==> src/rtl/core/ple_pkg.sv <==
`timescale 1ns / 1ps
// ----------------------------------------------------------------------------
// Piecewise linear map package
// Sizes, types and helper functions shared by the map core and its divider.
// ----------------------------------------------------------------------------
package ple_pkg;

    localparam int MAX_POINTS  = 8;
    localparam int TABLE_COUNT = 2;

    localparam int COORD_W  = 16;
    localparam int OUT_W    = 8;
    localparam int CNT_W    = 4;
    localparam int PIDX_W   = 3;
    localparam int IDX_W    = (MAX_POINTS > 2) ? $clog2(MAX_POINTS) : 1;
    localparam int TBL_W    = (TABLE_COUNT > 1) ? $clog2(TABLE_COUNT) : 1;
    localparam int DEPTH    = TABLE_COUNT * MAX_POINTS;
    localparam int ADDR_W   = $clog2(DEPTH);
    localparam int ENTRY_W  = COORD_W + OUT_W;
    localparam int DIFF_W   = COORD_W + 1;
    localparam int NUM_W    = OUT_W + 1 + DIFF_W;
    localparam int MAG_W    = NUM_W - 2;
    localparam int DEN_W    = COORD_W;
    localparam int VAL_W    = NUM_W + 1;

    localparam logic [CNT_W-1:0] POINT_COUNT_RESET = CNT_W'(8);

    typedef logic [IDX_W-1:0]  t_idx;
    typedef logic [TBL_W-1:0]  t_tbl;
    typedef logic [ADDR_W-1:0] t_addr;

    function automatic t_tbl table_of(input logic sel);
        if (TABLE_COUNT > 1) begin
            return TBL_W'(sel);
        end
        return '0;
    endfunction

    function automatic t_addr mem_addr(input t_tbl tbl, input t_idx idx);
        return ADDR_W'(ADDR_W'(tbl) * ADDR_W'(MAX_POINTS)) + ADDR_W'(idx);
    endfunction

    function automatic t_idx last_index(input logic [CNT_W-1:0] cnt);
        int n;
        n = int'(cnt);
        if (n < 2) begin
            n = 2;
        end
        if (n > MAX_POINTS) begin
            n = MAX_POINTS;
        end
        return IDX_W'(n - 1);
    endfunction

    function automatic logic adjacent(input t_idx lo, input t_idx hi);
        return ({1'b0, lo} + (IDX_W + 1)'(1)) == {1'b0, hi};
    endfunction

endpackage

==> src/rtl/core/ple_div.sv <==
`timescale 1ns / 1ps
// ----------------------------------------------------------------------------
// Piecewise linear map divider
// Unsigned restoring divider that produces one quotient bit per cycle.
// ----------------------------------------------------------------------------
module ple_div (
    input  logic                      i_clk,
    input  logic                      i_rst_n,
    input  logic                      i_start,
    input  logic [ple_pkg::MAG_W-1:0] i_dividend,
    input  logic [ple_pkg::DEN_W-1:0] i_divisor,
    output logic                      o_done,
    output logic [ple_pkg::MAG_W-1:0] o_quotient
);
    import ple_pkg::*;

    localparam int CNT_BITS = $clog2(MAG_W + 1);

    logic [MAG_W-1:0]    r_quo;
    logic [DEN_W-1:0]    r_rem;
    logic [DEN_W-1:0]    r_den;
    logic [CNT_BITS-1:0] r_cnt;
    logic                r_busy;
    logic                r_done;
    logic [DEN_W:0]      w_shift;
    logic [DEN_W:0]      w_sub;
    logic                w_ge;

    assign w_shift = {r_rem, r_quo[MAG_W-1]};
    assign w_ge    = (w_shift >= {1'b0, r_den});
    assign w_sub   = w_shift - {1'b0, r_den};

    always_ff @(posedge i_clk) begin
        if (!i_rst_n) begin
            r_busy <= 1'b0;
            r_done <= 1'b0;
            r_cnt  <= '0;
        end else begin
            r_done <= 1'b0;
            if (i_start) begin
                r_quo  <= i_dividend;
                r_rem  <= '0;
                r_den  <= i_divisor;
                r_cnt  <= CNT_BITS'(MAG_W);
                r_busy <= 1'b1;
            end else if (r_busy) begin
                r_rem <= w_ge ? w_sub[DEN_W-1:0] : w_shift[DEN_W-1:0];
                r_quo <= {r_quo[MAG_W-2:0], w_ge};
                r_cnt <= r_cnt - CNT_BITS'(1);
                if (r_cnt == CNT_BITS'(1)) begin
                    r_busy <= 1'b0;
                    r_done <= 1'b1;
                end
            end
        end
    end

    assign o_done     = r_done;
    assign o_quotient = r_quo;

endmodule

==> src/rtl/core/piecewise_linear_map.sv <==
`timescale 1ns / 1ps
// ----------------------------------------------------------------------------
// Piecewise linear map
// Maps a signed sample through one of the breakpoint tables held in a
// synchronous memory, by binary search and linear interpolation.
//
//   Channel  Direction  Handshake              Contents
//   in       input      i_in_valid/o_in_stall  load point or map sample
//   out      output     o_out_valid/i_out_stall mapped value and flags
//   cfg      input      i_cfg_valid/o_cfg_ready point count
//
// A load transaction writes the memory in the cycle it is accepted.
// A map searches in s steps (at most 3 for eight points), reads both
// interval ends, multiplies, then divides; the divider dominates, and a
// zero-width interval skips it. Each search step reads one memory entry.
// Reset is synchronous; the table memory is not cleared.
// A result waiting under stall holds the block only when the next is ready.
// ----------------------------------------------------------------------------
module piecewise_linear_map (
    input  logic                                i_clk,
    input  logic                                i_rst_n,
    input  logic                                i_in_valid,
    output logic                                o_in_stall,
    input  logic                                i_func,
    input  logic                                i_table_select,
    input  logic [ple_pkg::PIDX_W-1:0]          i_point_index,
    input  logic signed [ple_pkg::COORD_W-1:0]  i_point_in,
    input  logic [ple_pkg::OUT_W-1:0]           i_point_out,
    input  logic signed [ple_pkg::COORD_W-1:0]  i_sample,
    input  logic                                i_cfg_valid,
    output logic                                o_cfg_ready,
    input  logic [ple_pkg::CNT_W-1:0]           i_cfg_data,
    output logic                                o_out_valid,
    input  logic                                i_out_stall,
    output logic [ple_pkg::OUT_W-1:0]           o_mapped,
    output logic                                o_table_used,
    output logic                                o_zero_interval,
    output logic                                o_clipped
);
    import ple_pkg::*;

    typedef enum logic [3:0] {
        S_IDLE,
        S_SRCH_RD,
        S_SRCH_CMP,
        S_LO_RD,
        S_HI_RD,
        S_HI_CAP,
        S_MUL,
        S_DIV_ST,
        S_DIV,
        S_DONE
    } t_state;

    t_state                    r_state;
    logic [CNT_W-1:0]          r_point_count;
    logic [ENTRY_W-1:0]        mem [DEPTH];
    logic [ENTRY_W-1:0]        r_rd_data;
    t_tbl                      r_tbl;
    logic signed [COORD_W-1:0] r_x;
    t_idx                      r_lo;
    t_idx                      r_hi;
    t_idx                      r_mid;
    logic signed [COORD_W-1:0] r_ilo;
    logic [OUT_W-1:0]          r_olo;
    logic signed [DIFF_W-1:0]  r_di;
    logic signed [DIFF_W-1:0]  r_dx;
    logic signed [OUT_W:0]     r_do;
    logic signed [NUM_W-1:0]   r_num;
    logic                      r_qneg;
    logic                      r_zero;
    logic signed [VAL_W-1:0]   r_val;
    logic                      r_out_valid;
    logic [OUT_W-1:0]          r_mapped;
    logic                      r_table_used;
    logic                      r_zero_out;
    logic                      r_clipped;

    logic                      w_in_acc;
    logic                      w_we;
    t_addr                     w_waddr;
    t_addr                     w_raddr;
    t_idx                      w_raddr_idx;
    logic [IDX_W:0]            w_sum;
    t_idx                      w_mid;
    t_idx                      n_lo;
    t_idx                      n_hi;
    t_idx                      w_last;
    logic signed [COORD_W-1:0] w_mem_in;
    logic [OUT_W-1:0]          w_mem_out;
    logic [NUM_W-1:0]          w_num_abs;
    logic [DIFF_W-1:0]         w_di_abs;
    logic                      w_div_start;
    logic                      w_div_done;
    logic [MAG_W-1:0]          w_quo;
    logic signed [VAL_W-1:0]   w_qext;
    logic signed [VAL_W-1:0]   w_oext;

    assign o_in_stall  = !i_rst_n || (r_state != S_IDLE);
    assign o_cfg_ready = i_rst_n;
    assign w_in_acc    = i_in_valid && !o_in_stall;
    assign w_we        = w_in_acc && !i_func && (int'(i_point_index) < MAX_POINTS);
    assign w_waddr     = mem_addr(table_of(i_table_select), IDX_W'(i_point_index));
    assign w_last      = last_index(r_point_count);

    assign w_sum = {1'b0, r_lo} + {1'b0, r_hi};
    assign w_mid = w_sum[IDX_W:1];

    always_comb begin
        case (r_state)
            S_SRCH_RD: w_raddr_idx = w_mid;
            S_LO_RD:   w_raddr_idx = r_lo;
            default:   w_raddr_idx = r_hi;
        endcase
    end
    assign w_raddr = mem_addr(r_tbl, w_raddr_idx);

    always_ff @(posedge i_clk) begin
        if (w_we) begin
            mem[w_waddr] <= {i_point_in, i_point_out};
        end
        r_rd_data <= mem[w_raddr];
    end

    assign w_mem_in  = $signed(r_rd_data[ENTRY_W-1:OUT_W]);
    assign w_mem_out = r_rd_data[OUT_W-1:0];

    always_comb begin
        n_lo = r_lo;
        n_hi = r_hi;
        if (r_x < w_mem_in) begin
            n_hi = r_mid;
        end else begin
            n_lo = r_mid;
        end
    end

    assign w_num_abs   = r_num[NUM_W-1] ? NUM_W'(-r_num) : NUM_W'(r_num);
    assign w_di_abs    = r_di[DIFF_W-1] ? DIFF_W'(-r_di) : DIFF_W'(r_di);
    assign w_div_start = (r_state == S_DIV_ST);
    assign w_qext      = $signed({{(VAL_W - MAG_W){1'b0}}, w_quo});
    assign w_oext      = $signed({{(VAL_W - OUT_W){1'b0}}, r_olo});

    ple_div u_div (
        .i_clk      (i_clk),
        .i_rst_n    (i_rst_n),
        .i_start    (w_div_start),
        .i_dividend (w_num_abs[MAG_W-1:0]),
        .i_divisor  (w_di_abs[DEN_W-1:0]),
        .o_done     (w_div_done),
        .o_quotient (w_quo)
    );

    always_ff @(posedge i_clk) begin
        if (!i_rst_n) begin
            r_state       <= S_IDLE;
            r_out_valid   <= 1'b0;
            r_point_count <= POINT_COUNT_RESET;
        end else begin
            if (i_cfg_valid && o_cfg_ready) begin
                r_point_count <= i_cfg_data;
            end
            if (r_out_valid && !i_out_stall && (r_state != S_DONE)) begin
                r_out_valid <= 1'b0;
            end
            unique case (r_state)
                S_IDLE: begin
                    if (w_in_acc && i_func) begin
                        r_tbl <= table_of(i_table_select);
                        r_x   <= i_sample;
                        r_lo  <= '0;
                        r_hi  <= w_last;
                        r_state <= adjacent('0, w_last) ? S_LO_RD : S_SRCH_RD;
                    end
                end
                S_SRCH_RD: begin
                    r_mid   <= w_mid;
                    r_state <= S_SRCH_CMP;
                end
                S_SRCH_CMP: begin
                    r_lo    <= n_lo;
                    r_hi    <= n_hi;
                    r_state <= adjacent(n_lo, n_hi) ? S_LO_RD : S_SRCH_RD;
                end
                S_LO_RD: begin
                    r_state <= S_HI_RD;
                end
                S_HI_RD: begin
                    r_ilo   <= w_mem_in;
                    r_olo   <= w_mem_out;
                    r_state <= S_HI_CAP;
                end
                S_HI_CAP: begin
                    r_di    <= DIFF_W'(w_mem_in) - DIFF_W'(r_ilo);
                    r_dx    <= DIFF_W'(r_x) - DIFF_W'(r_ilo);
                    r_do    <= $signed({1'b0, w_mem_out}) - $signed({1'b0, r_olo});
                    r_zero  <= (w_mem_in == r_ilo);
                    r_state <= S_MUL;
                end
                S_MUL: begin
                    r_num <= r_do * r_dx;
                    if (r_zero) begin
                        r_val   <= '0;
                        r_state <= S_DONE;
                    end else begin
                        r_state <= S_DIV_ST;
                    end
                end
                S_DIV_ST: begin
                    r_qneg  <= r_num[NUM_W-1] ^ r_di[DIFF_W-1];
                    r_state <= S_DIV;
                end
                S_DIV: begin
                    if (w_div_done) begin
                        r_val   <= r_qneg ? (w_oext - w_qext) : (w_oext + w_qext);
                        r_state <= S_DONE;
                    end
                end
                S_DONE: begin
                    if (!r_out_valid || !i_out_stall) begin
                        r_out_valid  <= 1'b1;
                        r_table_used <= r_tbl[0];
                        r_zero_out   <= r_zero;
                        if (r_val < 0) begin
                            r_mapped  <= '0;
                            r_clipped <= 1'b1;
                        end else if (r_val > VAL_W'(255)) begin
                            r_mapped  <= '1;
                            r_clipped <= 1'b1;
                        end else begin
                            r_mapped  <= r_val[OUT_W-1:0];
                            r_clipped <= 1'b0;
                        end
                        r_state <= S_IDLE;
                    end
                end
                default: begin
                    r_state <= S_IDLE;
                end
            endcase
        end
    end

    assign o_out_valid     = r_out_valid;
    assign o_mapped        = r_mapped;
    assign o_table_used    = r_table_used;
    assign o_zero_interval = r_zero_out;
    assign o_clipped       = r_clipped;

endmodule

==> config.mk <==
export PLATFORM = sky130hd
export DESIGN_NAME = piecewise_linear_map
export DESIGN_NICKNAME = d
export VERILOG_FILES = /design/src/rtl/core/ple_pkg.sv /design/src/rtl/core/ple_div.sv /design/src/rtl/core/piecewise_linear_map.sv
export SDC_FILE = /design/constraint.sdc
export NUM_CORES = 1
export LEC_CHECK = 0
export BUFFER_PORTS_ARGS = -buffer_cell sky130_fd_sc_hd__clkbuf_2
export CORE_ASPECT_RATIO = 1.25
export CORE_MARGIN = 3
export CORE_UTILIZATION = 56
export CTS_CLUSTER_SIZE = 28
export DETAILED_ROUTE_END_ITERATION = 6
export HOLD_SLACK_MARGIN = 0.02
export PLACE_DENSITY = 0.8
export SYNTH_ARGS = -nofsm -noshare
export SYNTH_HDL_FRONTEND = slang
export SYNTH_SLANG_ARGS = --single-unit
==> constraint.sdc <==
create_clock -name i_clk -period 6.3 [get_ports i_clk]
set_input_delay 0.63 -clock i_clk [delete_from_list [all_inputs] [get_ports i_clk]]
set_output_delay 0.63 -clock i_clk [all_outputs]
set_load 0.1 [all_outputs]
==> impl_results.md, run 1 <==
- Run status: finished clean
- Buffers from clock root to sink, at most: 3
- Minimum clock period after layout: approximately 6.0 ns
- Initial Utilization: 56.83%
- Setup slack after layout: ~0.31 ns
- Share of flip-flops with an asynchronous set or reset: 0%
- CP Capture Type: register
- DR vias: roughly 19000
- Area share of the largest cell type after synthesis: 53.84%
- Detailed router's first-iteration violation count: about 1400
- Synth Area in Compound Gates: 6.110%
- TritonCTS clock tree: done
- Mux share of post-synthesis cell area: 9.068%
- Global-route wire length before repair: 114300 µm
- Worst supply voltage drop on vdd: about 0.38 mV
- Count of flip-flops with a built-in enable after synthesis: 597
- Least-Margin Pin Slew: 1.167 ns
- Placer's final routability congestion estimate: 0.8871
- Die Y-Extent: roughly 280 µm
- Count of port buffers added during placement: 67
- Count of pins on the block boundary: between 60 and 70
- Critical Path Start Type: register
- Number of synthesized register bits: about 640
- Reported max-cap violation count: 0
- Layout overhead on the synthesized area: 10.57%
- Crit path kind: register to register
- Class of the tightest hold or removal check: primary input to register
- Clock power frac: 42.4%
- Hold violation count in the final report: 0
- Path length in cells of the critical path: 17
- Sum of net half-perimeters after detailed placement: 46340 µm
- Number of nets at the end of the flow: about 2800
- Chain of cells forming the critical path: nand2_1 > fa_1 > fa_1 > inv_1 > fa_1 > fa_1 > fa_1 > ha_1 > o21ai_0 > o21bai_1 > a31oi_1 > a21oi_1 > a41oi_1 > a21oi_1 > a21o_1 > a31oi_1 > xnor2_1
- Simple-gate area share of the yosys netlist: slightly above 8%
- Fmax: ~170 MHz
- DRC: 0
- Max-Slew Margin vs Limit: around 22%
- Share of the cycle needed by the critical path after routing: between 90% and 100%
- Antenna violations before repair: 3
- Number of nets produced by synthesis: between 2000 and 3000
- Fraction of power consumed by combinational cells: 6.2%
- RSZ-0062 raised after global routing: false
- Highest fanout seen on the critical path: 17
- Number of global-route vias before repair: between 20000 and 25000
- Number of search-and-repair iterations in the first detailed-routing pass: 5
- Largest net degree at the start of global routing: 97
- Internal power contribution: approximately 7200 µW
- Final routed wire length divided by cell count: between 20 and 25 µm
- Critical Path Slowest Stage Cell: sky130_fd_sc_hd__edfxtp_1
- Pre-CTS setup slack: 0.2900 ns
- Switching Share: between 20% and 30%
- Count of mapped cells out of synthesis: around 2400
- Hold-fix buffer count after cts: 0
- R2R Setup Slk: between 0.3 and 0.4 ns
- Worst-case reg-to-reg path depth: 17
- Buffers inserted by post-CTS timing repair: 0
- Sum of internal, switching and leakage power: just over 9000 µW
- Number of buffers created by CTS: 66
- Standard-cell row count: roughly 100
- Synth Flop Type: sky130_fd_sc_hd__edfxtp_1
- Largest stage delay, worst path: ~0.71 ns
- Clock tree skew after final layout: approximately 0.026 ns
- Net switching power: 1951 µW
- Family with the most delay on the worst path: adder cells
- Avg Synthesized Cell Area: ~14 µm²
- List of most frequent post-synthesis cells: sky130_fd_sc_hd__edfxtp_1 (597), sky130_fd_sc_hd__inv_1 (222), sky130_fd_sc_hd__nand2_1 (166), sky130_fd_sc_hd__ha_1 (150), sky130_fd_sc_hd__nor2_1 (139)
- Cell taking the most area after synthesis: sky130_fd_sc_hd__edfxtp_1
- Share of final-layout standard cells stronger than drive strength 1: between 10% and 20%
- Number of H-tree branching levels: 3
- Synthesized cell area: around 0.033 mm²
- Number of buffer and inverter instances along the worst setup path: 1
- Clock Tree Root: sky130_fd_sc_hd__clkbuf_16
- Final-layout fill cell count: roughly 4100
- Post_cts resized: 0
- Power per Cell Area: around 250 mW/mm²
- Routed wire length: 72420 µm
- Post-synthesis cell type count: between 70 and 80
- Latest clock arrival within the worst-skew pair: ~0.60 ns
- Library cell appearing most often on the critical path: sky130_fd_sc_hd__fa_1
- Sequential fraction of the synthesis area: 56.25%
- Area taken by flip-flops and latches: 0.01873 mm²
- Post-route antenna net violation count: 0
- Clock slew at reported path FFs: around 0.06 ns
- Most common cell in the synthesized netlist: sky130_fd_sc_hd__edfxtp_1
- Final total negative setup slack: 0 ns
- Share of the synthesized netlist area taken by xor and xnor gates: 3.314%
- Remaining global-route overflow: 0
- Footprint of the multi-input gates: about 0.014 mm²
- Dominant combinational cell family by area after synthesis: adder cells
- Chip width: ~220 µm
- Dominant cells by area after synthesis: sky130_fd_sc_hd__edfxtp_1 (54%), sky130_fd_sc_hd__mux4_2 (8.2%), sky130_fd_sc_hd__fa_1 (8.0%), sky130_fd_sc_hd__ha_1 (5.6%), sky130_fd_sc_hd__inv_1 (2.5%)
- Adder-Cell Fraction of Synth Area: between 10% and 20%
- Average vias per placed instance: between 5 and 6
- Number of warnings issued by yosys: 0
- Number of clock sinks seen by CTS: 637
- Worst Path Required: approximately 6.7 ns
- Final setup vio count: 0
- DIE AREA: roughly 0.062 mm²
- Final max-slew violation count: 0
- Sequential power share: 51.4%
- Worst hold path stage count: 1
- Core region area: approximately 0.06 mm²
- Global-route usage over all layers: about a quarter
- Data arrival, critical path: roughly 6.3 ns
- Standby leakage power: between 0.01 and 0.015 µW
==> cell type report <==
type                            instances  area share [%]
Timing Repair Buffer                  101           1.672
Inverter                              223           2.280
Antenna cell                            1        0.006797
Tap cell                              757           2.573
Clock inverter                         27          0.8632
Clock buffer                           88           5.013
Sequential cell                       637           50.87
Multi-Input combinational cell       1431           36.72
==> cells in the final DEF, fill, tap and decap left out, drive strengths merged, types with 11 or more instances in the layout <==
cell type	n
dfxtp	40
or3	18
clkinv	15
a21oi	81
clkbuf	155
nor2b	28
nand2	166
fa	133
nor3	40
edfxtp	597
xnor2	78
ha	150
o21a	14
and2	78
a21o	23
o21ai	78
o31ai	15
inv	228
and3	11
nor2	139
a31oi	13
mux4	121
nand3	19
nor4	11
mux2i	26
a211oi	12
xor2	48
nand2b	17
buf	34
==> path summary, 6_finish.rpt <==
path,start,to
worst max-delay path,r_do[5],r_num[25]
worst min-delay path,i_sample[11],r_x[11]
worst max register to register,r_do[5],r_num[25]
worst min register to register,r_rd_data[6],r_olo[6]
==> state kept, by name, indices dropped and copies added, names as in the netlist, 9 cells and up <==
signal / cells
mem: 384
r_di: 17
r_do: 9
r_dx: 17
r_ilo: 16
r_num: 25
r_rd_data: 24
r_val: 26
r_x: 16
u_div.o_quotient: 24
u_div.r_den: 16
u_div.r_rem: 16
==> power groups by stage <==
stage	registers (µW)	clock network [µW]	logic, µW
global placement	4790	0	528
detailed placement	4790	0	550
CTS	4700	3940	563
global route	4700	4100	613
finish	4700	3880	564
floorplan	4770	0	394
==> per-layer routing <==
layer | up-vias | GRT usage (%) | part of all wire (%)
li1 | 8825 | - | -
met3 | 191 | 3.533 | 5.8
met1 | 9689 | 27.96 | 37
met2 | 685 | 42.75 | 53
met5 | - | 0 | 0.017
met4 | 2 | 11.52 | 4.8
==> logic make-up (layout without fill, tap and decap cells) <==
family / count (synthesis) / in the layout
AOI/OAI and AO/OA: 313 / 313
adders and majority gates: 283 / 283
muxes: 150 / 150
xor gates and xnor gates: 126 / 126
buffers and inverters: 304 / 439
other: 0 / 1
and+or+nand+nor: 559 / 559
DFF: 637 / 637
==> through the flow <==
step | area [µm²] | hold slack, ns | util, % | instances
after floorplan | 33300 | 0.4082 | - | 2372
after CTS | 36810 | 0.1869 | 62.82 | 3264
after global placement | 34640 | 0.4471 | 59.13 | 3149
after detailed placement | 34640 | 0.4688 | 59.13 | 3149
final | 36820 | 0.2110 | 62.84 | 3265
after global routing | 36820 | 0.2040 | 62.84 | 3265
No activity file was read; power rests on OpenSTA's default activity.
==> run 2, diff against run 1 <==
Settings changed: CORE_MARGIN 3 to 1.5, RECOVER_POWER set to 100.
==> impl_results.md, run 2 (synthesized netlist as in run 1, its figures left out) <==
- Run status: finished with violations
- Violated checks: DRC, capacitance limit, slew limit
- Detailed router's first-iteration violation count: 1624
- Final cell count without fillers: around 3300
- Minimum clock period after layout: 5.925 ns
- Chain of cells forming the critical path: nand2_1 > fa_1 > fa_1 > inv_1 > fa_1 > fa_1 > fa_1 > ha_1 > o21ai_0 > o21bai_1 > a31oi_1 > a21oi_1 > a41oi_1 > a21oi_1 > a21o_1 > a31oi_1 > xnor2_1
- Most flop-heavy register: mem
- Number of buffer and inverter instances along the worst setup path: 1
- Final cell area excluding filler cells: about 0.036 mm²
- Sum of net half-perimeters after detailed placement: 47650 µm
- Least-Margin Pin Slew: between 3 and 4 ns
- Family with the most delay on the worst path: adder cells
- Number of search-and-repair iterations in the first detailed-routing pass: 7
- Largest stage delay, worst path: between 0.6 and 0.7 ns
- DIE AREA: between 0.06 and 0.07 mm²
- Share of final-layout standard cells stronger than drive strength 1: between 10% and 20%
- DR vias: 19350
- Max-Slew Margin vs Limit: -127.0%
- Data arrival, critical path: around 6.3 ns
- Highest fanout seen on the critical path: 17
- Remaining global-route overflow: 0
- Flip-flop count of the largest register after layout: 384
- Final total negative setup slack: 0 ns
- Number of global-route vias before repair: between 20000 and 25000
- Internal power contribution: roughly 6900 µW
- Placed cell count: 3152
- Global-route wire length before repair: 112800 µm
- Class of the tightest hold or removal check: primary input to register
- Hold violation count in the final report: 0
- Most used cells in the layout excluding fill and tap cells: sky130_fd_sc_hd__edfxtp_1 (597), sky130_fd_sc_hd__inv_1 (222), sky130_fd_sc_hd__nand2_1 (166), sky130_fd_sc_hd__ha_1 (150), sky130_fd_sc_hd__fa_1 (133)
- Power per Cell Area: 241.8 mW/mm²
- Sum of internal, switching and leakage power: 8797 µW
- Post-route antenna net violation count: 0
- Number of clock sinks seen by CTS: roughly 640
- Layout overhead on the synthesized area: 9.286%
- Share of the cycle needed by the critical path after routing: ~94%
- Largest net degree at the start of global routing: 65
- Routed wire length: approximately 73000 µm
- Final routed wire length divided by cell count: about 22 µm
- Critical Path Slowest Stage Cell: sky130_fd_sc_hd__edfxtp_1
- Reported max-cap violation count: 23
- Library cell appearing most often on the critical path: sky130_fd_sc_hd__fa_1
- Antenna violations before repair: 2
- Count of port buffers added during placement: between 60 and 70
- Number of H-tree branching levels: 2
- Number of buffers created by CTS: 59
- Average vias per placed instance: around 5.9
- Clock Tree Root: sky130_fd_sc_hd__clkbuf_16
- Hold-fix buffer count after cts: 0
- Fmax: between 150 and 200 MHz
- Core region area: around 0.059 mm²
- Chip width: ~220 µm
- DRC: 3
- Initial Utilization: 56.83%
- Worst supply voltage drop on vdd: 0.3900 mV
- Die Y-Extent: between 200 and 300 µm
- Placer's final routability congestion estimate: around 0.91
- Latest clock arrival within the worst-skew pair: roughly 0.66 ns
- Count of pins on the block boundary: between 60 and 70
- Net switching power: 1898 µW
- Leading cell type in the layout, fill and taps excluded: sky130_fd_sc_hd__edfxtp_1
- Critical Path Start Type: register
- Largest registers in the final layout: mem (384), r_val (26), r_num (25)
- Post_cts resized: 0
- CP Capture Type: register
- Final setup vio count: 0
- Clock slew at reported path FFs: about 0.060 ns
- Post-layout util: about 62%
- Standard-cell row count: 99
- Number of nets at the end of the flow: approximately 2800
- Clock power frac: between 40% and 50%
- Final max-slew violation count: about 600
- Global-route usage over all layers: 24.48%
- Fraction of power consumed by combinational cells: about 6.3%
- TritonCTS clock tree: done
- Sequential power share: 53.5%
- Worst Path Required: 6.65 ns
- Switching Share: between 20% and 30%
- Crit path kind: register to register
- Buffers from clock root to sink, at most: 3
- Buffers inserted by post-CTS timing repair: 0
- Instance area after placement: about 0.035 mm²
- Clock tree skew after final layout: around 0.063 ns
- Standby leakage power: approximately 0.013 µW
- RSZ-0062 raised after global routing: false
- R2R Setup Slk: between 0.3 and 0.4 ns
## run 2: cell types whose count changed in the layout (fill, tap and decap cells not counted), moves of 5 or more
cell,change
sky130_fd_sc_hd__o21ai_0,+5
sky130_fd_sc_hd__clkbuf_1,+75
sky130_fd_sc_hd__nor3_2,-5
sky130_fd_sc_hd__clkbuf_2,-44
sky130_fd_sc_hd__clkbuf_16,-8
sky130_fd_sc_hd__clkbuf_8,+5
sky130_fd_sc_hd__buf_4,-23
sky130_fd_sc_hd__nor3_1,+5
## run 2: layout make-up
type | instances | area, µm²
Antenna cell | 1 | 2.502
Multi-Input combinational cell | 1431 | 13440
Inverter | 223 | 838.3
Clock inverter | 22 | 214.0
Fill cell | 4181 | 22200
Clock buffer | 90 | 1733
Tap cell | 757 | 947.2
Sequential cell | 637 | 18730
Timing Repair Buffer | 104 | 485.5
## run 2: power by group through the flow
stage / combinational (µW) / sequential (µW) / clock, µW
2_1_floorplan: 394 / 4770 / 0
3_3_place_gp: 530 / 4790 / 0
3_5_place_dp: 554 / 4790 / 0
4_1_cts: 564 / 4700 / 3590
5_1_grt: 604 / 4710 / 3740
6_report: 556 / 4710 / 3530
## run 2: final timing paths
path / start / to / depth (start not counted)
worst max-delay path: r_do[5] / r_num[25] / 17
worst min-delay path: i_sample[10] / r_x[10] / 1
worst min register to register: r_rd_data[4] / r_olo[4] / 0
worst max register to register: r_do[5] / r_num[25] / 17
## run 2: per-layer routing
layer	track usage (%)	routed length [µm]	share of wire (%)	up-vias
met5	0	13	0.018	-
met4	12.01	3816	5.2	2
met3	4.013	4657	6.4	208
met2	45.26	38450	53	731
met1	27.70	25900	36	9579
li1	-	-	-	8826
## run 2: per-stage QoR
step	hold WS [ns]	setup slack [ns]
2_1_floorplan	0.4082	0.7268
4_1_cts	0.1231	0.3937
3_5_place_dp	0.4632	0.3971
5_1_grt	0.1361	0.06755
6_report	0.1494	0.3747
3_3_place_gp	0.4624	0.6082
